$ cat src/rtl/grouped_team_queue_macros.svh
// Assertion macros used by the team queue sequencer.
`ifndef GROUPED_TEAM_QUEUE_MACROS_SVH
`define GROUPED_TEAM_QUEUE_MACROS_SVH

`ifndef SYNTH
// Checked property, disabled while reset is asserted.
`define GTQ_ASSERT(name, clk, rst_n, prop, msg) \
    name: assert property (@(posedge clk) disable iff (!rst_n) prop) else $error(msg);
// Checked property that also holds across reset.
`define GTQ_ASSERT_ALWAYS(name, clk, prop, msg) \
    name: assert property (@(posedge clk) prop) else $error(msg);
`else
`define GTQ_ASSERT(name, clk, rst_n, prop, msg)
`define GTQ_ASSERT_ALWAYS(name, clk, prop, msg)
`endif

`endif

$ cat src/rtl/gtq_pkg.sv
// Shared constants, codes and types of the team queue.
`default_nettype none

package gtq_pkg;

    // Sizes of the queue storage.
    localparam int unsigned MAX_TEAMS  = 1024;
    localparam int unsigned POOL_CELLS = 4096;
    localparam int unsigned VALUE_BITS = 32;

    // Derived index and counter widths.
    localparam int unsigned TEAM_W  = $clog2(MAX_TEAMS);
    localparam int unsigned CELL_W  = $clog2(POOL_CELLS);
    localparam int unsigned FREE_W  = $clog2(POOL_CELLS + 1);
    localparam int unsigned ORDER_W = $clog2(MAX_TEAMS + 1);

    // Fixed port field widths.
    localparam int unsigned IN_TEAM_W = 10;
    localparam int unsigned DATA_W    = 32;
    localparam int unsigned STATUS_W  = 3;
    localparam int unsigned CFG_W     = 11;
    localparam int unsigned APB_W     = 32;
    localparam int unsigned PADDR_W   = 3;
    localparam int unsigned REG_IDX_W = PADDR_W - 2;

    // Register map.
    localparam logic [REG_IDX_W-1:0] REG_TEAM_COUNT   = 1'b0;
    localparam logic [CFG_W-1:0]     TEAM_COUNT_RESET = 11'd1024;

    // Operation codes.
    localparam logic KIND_ENQ = 1'b0;
    localparam logic KIND_DEQ = 1'b1;

    // Result status codes.
    typedef enum logic [STATUS_W-1:0] {
        ST_ENQ     = 3'd0,
        ST_DEQ     = 3'd1,
        ST_FULL    = 3'd2,
        ST_EMPTY   = 3'd3,
        ST_BADTEAM = 3'd4
    } t_status;

    // One result item from the sequencer.
    typedef struct packed {
        logic [DATA_W-1:0] value;
        t_status           status;
    } t_result;

endpackage

`default_nettype wire

$ cat src/rtl/gtq_regs.sv
// APB configuration register file of the team queue.
`default_nettype none

module gtq_regs
    import gtq_pkg::*;
(
    input  wire logic               i_clk,
    input  wire logic               i_rst_n,
    input  wire logic               psel,
    input  wire logic               penable,
    input  wire logic               pwrite,
    input  wire logic [PADDR_W-1:0] paddr,
    input  wire logic [APB_W-1:0]   pwdata,
    output logic      [APB_W-1:0]   prdata,
    output logic                    pready,
    output logic      [CFG_W-1:0]   o_team_count
);

    logic [CFG_W-1:0]     r_team_count;
    logic [REG_IDX_W-1:0] reg_idx;
    logic                 wr_en;

    assign reg_idx = paddr[PADDR_W-1:2];
    assign pready  = 1'b1;
    assign wr_en   = psel && penable && pwrite && pready;

    // Register write on the access phase of a write transfer.
    always_ff @(posedge i_clk) begin
        if (!i_rst_n) begin
            r_team_count <= TEAM_COUNT_RESET;
        end else if (wr_en && (reg_idx == REG_TEAM_COUNT)) begin
            r_team_count <= pwdata[CFG_W-1:0];
        end
    end

    // Read data decode.
    always_comb begin
        unique case (reg_idx)
            REG_TEAM_COUNT: prdata = APB_W'(r_team_count);
            default:        prdata = '0;
        endcase
    end

    assign o_team_count = r_team_count;

endmodule

`default_nettype wire

$ cat config.mk
export PLATFORM = sky130hd
export DESIGN_NAME = gtq_regs
export DESIGN_NICKNAME = d
export VERILOG_FILES = /design/src/rtl/grouped_team_queue_macros.svh /design/src/rtl/gtq_pkg.sv /design/src/rtl/gtq_regs.sv
export SDC_FILE = /design/constraint.sdc
export NUM_CORES = 1
export LEC_CHECK = 0
export BUFFER_PORTS_ARGS = -buffer_cell sky130_fd_sc_hd__buf_2
export CAP_MARGIN = 5
export CORE_MARGIN = 5
export CORE_UTILIZATION = 30
export CTS_CLUSTER_SIZE = 40
export DETAILED_ROUTE_END_ITERATION = 12
export GPL_ROUTABILITY_DRIVEN = 0
export MAX_ROUTING_LAYER = met4
export PLACE_DENSITY = 0.72
export SYNTH_ARGS = -nofsm -noshare
export SYNTH_HDL_FRONTEND = slang
export SYNTH_SLANG_ARGS = --single-unit
$ cat constraint.sdc
create_clock -name i_clk -period 1.2 [get_ports i_clk]
set_clock_uncertainty 0.1 [all_clocks]
set_input_delay 0 -clock i_clk [delete_from_list [all_inputs] [get_ports i_clk]]
set_output_delay 0 -clock i_clk [all_outputs]
set_load 0.02 [all_outputs]
# Yosys cells after proc, flatten, opt, wreduce, memory -nomap -nowiden
# Index checks and enable logic that the tools add are counted.
[totals] inputBits=40 ff_bits=11 out_inout_bits=44
[op_classes] reduce_logical=3 muxes=1 n_bitwise=1
[ops] op="$mux 11" count=1
[ops] op="$logic_and 1x1->1" count=3
[ops] op="$not 1->1" count=1

# Depth between registers and ports, before layout
[depth] word_depth=3 mapped_depth=3

# Least setup slack after synthesis
# Ideal clock, no wire load.
[synth_path] path_type="flip-flop to output port" from="register r_team_count[10], in the netlist o_team_count[10]" to="output prdata[10]" stages_incl_launch_ff=2 t_arrival_ps=806 required_time_ps=1100 path_buffers=0 slack_ps=294 cell_sequence="dfxtp_1 -> nor2b_1"
[synth_between] elab_chain_cells=1
[synth_lines] item="start, declared" line_no="gtq_regs.sv:19" rtl="logic [CFG_W-1:0] r_team_count;"
[synth_lines] item="start signal, assigned" line_no="gtq_regs.sv:32" rtl="r_team_count <= pwdata[CFG_W-1:0];"
[synth_lines] item="$mux 11" line_no="gtq_regs.sv:38" rtl="unique case (reg_idx)"
[synth_lines] item="end, declared" line_no="gtq_regs.sv:14" rtl="output logic [APB_W-1:0] prdata,"
# No other way between the ends.

# Final worst setup path
# Same ends and word-level chain as after synthesis.

==> results.yml <==
clock_tree:
  clockBufferDepth: 2
  insertion_delay_ps: 260
  cts_root_buffer: "clkbuf_4"
  path_clk_slew_ps: 70
  htreeDepth: 1
  cts_setup_buffers: 0
  numCtsBuffers: 3
  cts-hold-fix-buffers: 11
  cts_tree: "yes"
  cts_num_sinks: 11
  cts_resized: 0
setup_path:
  start_kind: "register"
  crit_slowest_cell: "dfxtp_1"
  cpPeakStageDelay_ps: 350
  cp_max_fo: 3
  cp.required_ps: 1100
  cp.arrival_ps: 910
  crit_type: "register to output pin"
  cp_cell_sequence: "nor2b_1 > buf_2"
  cp-end-kind: "output pin"
grt:
  grt_use_met3_pct: 2.41
  grt_use_met2_pct: 15.0
  grt_max_degree: 23
  grt_pass1_wl_um: 2250
  grt_use_met1_pct: 9.79
  grt-ovfl-total: 0
  track_usage_pct: 8.75
  grt_pass1_vias: 513
  busiest_layer: "met2"
  antenna_found_initial: 0
timing:
  rsz0062_at_grt: "false"
  period_share_pct: 84.1
  setup_viol_count_final: 0
  fmax_mhz: 991
  setup_ws_ps: 191
  slew_violations: 0
  min_period_ps: 1010
  hold_viol_final: 0
  setup-tns-final_ps: 0
  worst_hold_slack_ps: 70.8
synth:
  synthTopCellsByArea: "dfxtp_1 31%, buf_4 23%, mux2i_1 16%"
  synth_top_area_cell: "dfxtp_1"
  yosysSeqAreaShare_pct: 31.0
  synthesis.area_um2: 709
  synthTopCellsByCount: "22 x buf_4, 20 x nand2_1, 12 x nor2b_1"
  yosysMostFrequentCell: "buf_4"
  synthArstFlopShare_pct: 0
  avgSynthCellArea_um2: 8.45
  synth_cell_types: 10
  yosysTopAreaCellShare_pct: 31.0
  ys_seq_elements: 11
  synth_cells: 84
  ys_warn_count: 0
  synth_edf_count: 0
  synth_flop_cell: "dfxtp_1"
drt:
  wl_per_cell_um: 10.3
  ant_nets: 0
  viasPerCell: 3.85
  drc: 0
  first_pass_iters: 2
  drt_iter0_drc: 14
  drt_wl_total_um: 1650
  vias: 616
floorplan:
  io_pins: 84
  die_area_um2: 3440
  die_w_um: 58.6
  die_y_um: 58.6
  core_area_um2: 2230
  initial_core_util_pct: 31.8
  rows: 17
power_and_ir_drop:
  power_density_nw_per_um2: 860
  ir_worst_vdd_mv: 0.491
  power.total_uw: 820
  leakage_uw: 0.000497
finish:
  drive_above_1_share_pct: 32.6
  largest_reg_flops: 11
  syn2layout_area_growth_pct: 34.4
  num-fill-cells: 244
  nets: 173
  final_util_pct: 42.7
  num_antenna_cells: 0
job:
  cap_violations: 0
placement:
  place_ws_ps: 194
  hpwl_um: 1270
  port_buffers: 38
status:
  status: "finished clean"
hold_path:
  hp-class: "input pin to register"
[cell families (layout without fill, tap and decap cells)]
| group | Yosys count | in the layout | share of synthesized area (%) |
|---|---|---|---|
| flip-flops | 11 | 11 | 31.0 |
| buffers and inverters | 26 | 54 | 28.2 |
| multiplexers | 11 | 11 | 15.5 |
| AND/OR/NAND/NOR | 34 | 34 | 24.2 |
| other | 2 | 22 | 1.06 |
[where the power goes]
group | switching (uW) | internal [uW]
clock | 119 | 128
combinational | 125 | 70.0
sequential | 4.83 | 373
[cell usage in the layout, fill, tap and decap left out, drive strengths merged]
cell type / count
and2b: 1
and4b: 1
buf: 39
clkbuf: 4
conb: 22
dfxtp: 11
dlygate4sd3: 11
mux2i: 11
nand2: 20
nor2b: 12
[area by class of cell]
type                    count  area [um^2]  area share (%)
flip-flops and latches     11          220            23.1
well taps                  28         35.0            3.67
repair buffers             50          308            32.3
multi-input cells          67          364            38.2
clock buffers               4         26.3            2.76
[per-stage QoR]
step / instance area (um^2) / instances
6_report: 953 / 160
5_1_grt: 953 / 160
4_1_cts: 953 / 160
3_5_place_dp: 817 / 145
3_3_place_gp: 817 / 145
2_1_floorplan: 785 / 104
[critical path: cells and delay by family (launching register included)]
family	cells	cell delay [ps]
flops	1	350
buf+inv	1	170
simple gates	1	130
[path summary, 6_finish.rpt]
| kind | slack (ps) | end | cells past startpoint | start |
|---|---|---|---|---|
| worst max-delay path | 190 | prdata[10] | 2 | o_team_count[10] |
| worst min-delay path | 70 | o_team_count[0] | 3 | i_rst_n |
| worst max register to register | 480 | o_team_count[8] | 2 | o_team_count[8] |
| worst min register to register | 360 | o_team_count[7] | 2 | o_team_count[7] |
[layer usage]
layer | vias up | share of wire (%)
li1 | 314 | -
met1 | 265 | 36
met2 | 37 | 50
met3 | 0 | 14
met4 | 0 | 0
met5 | - | 0
Note: power is estimated with default switching activity, not from simulation.
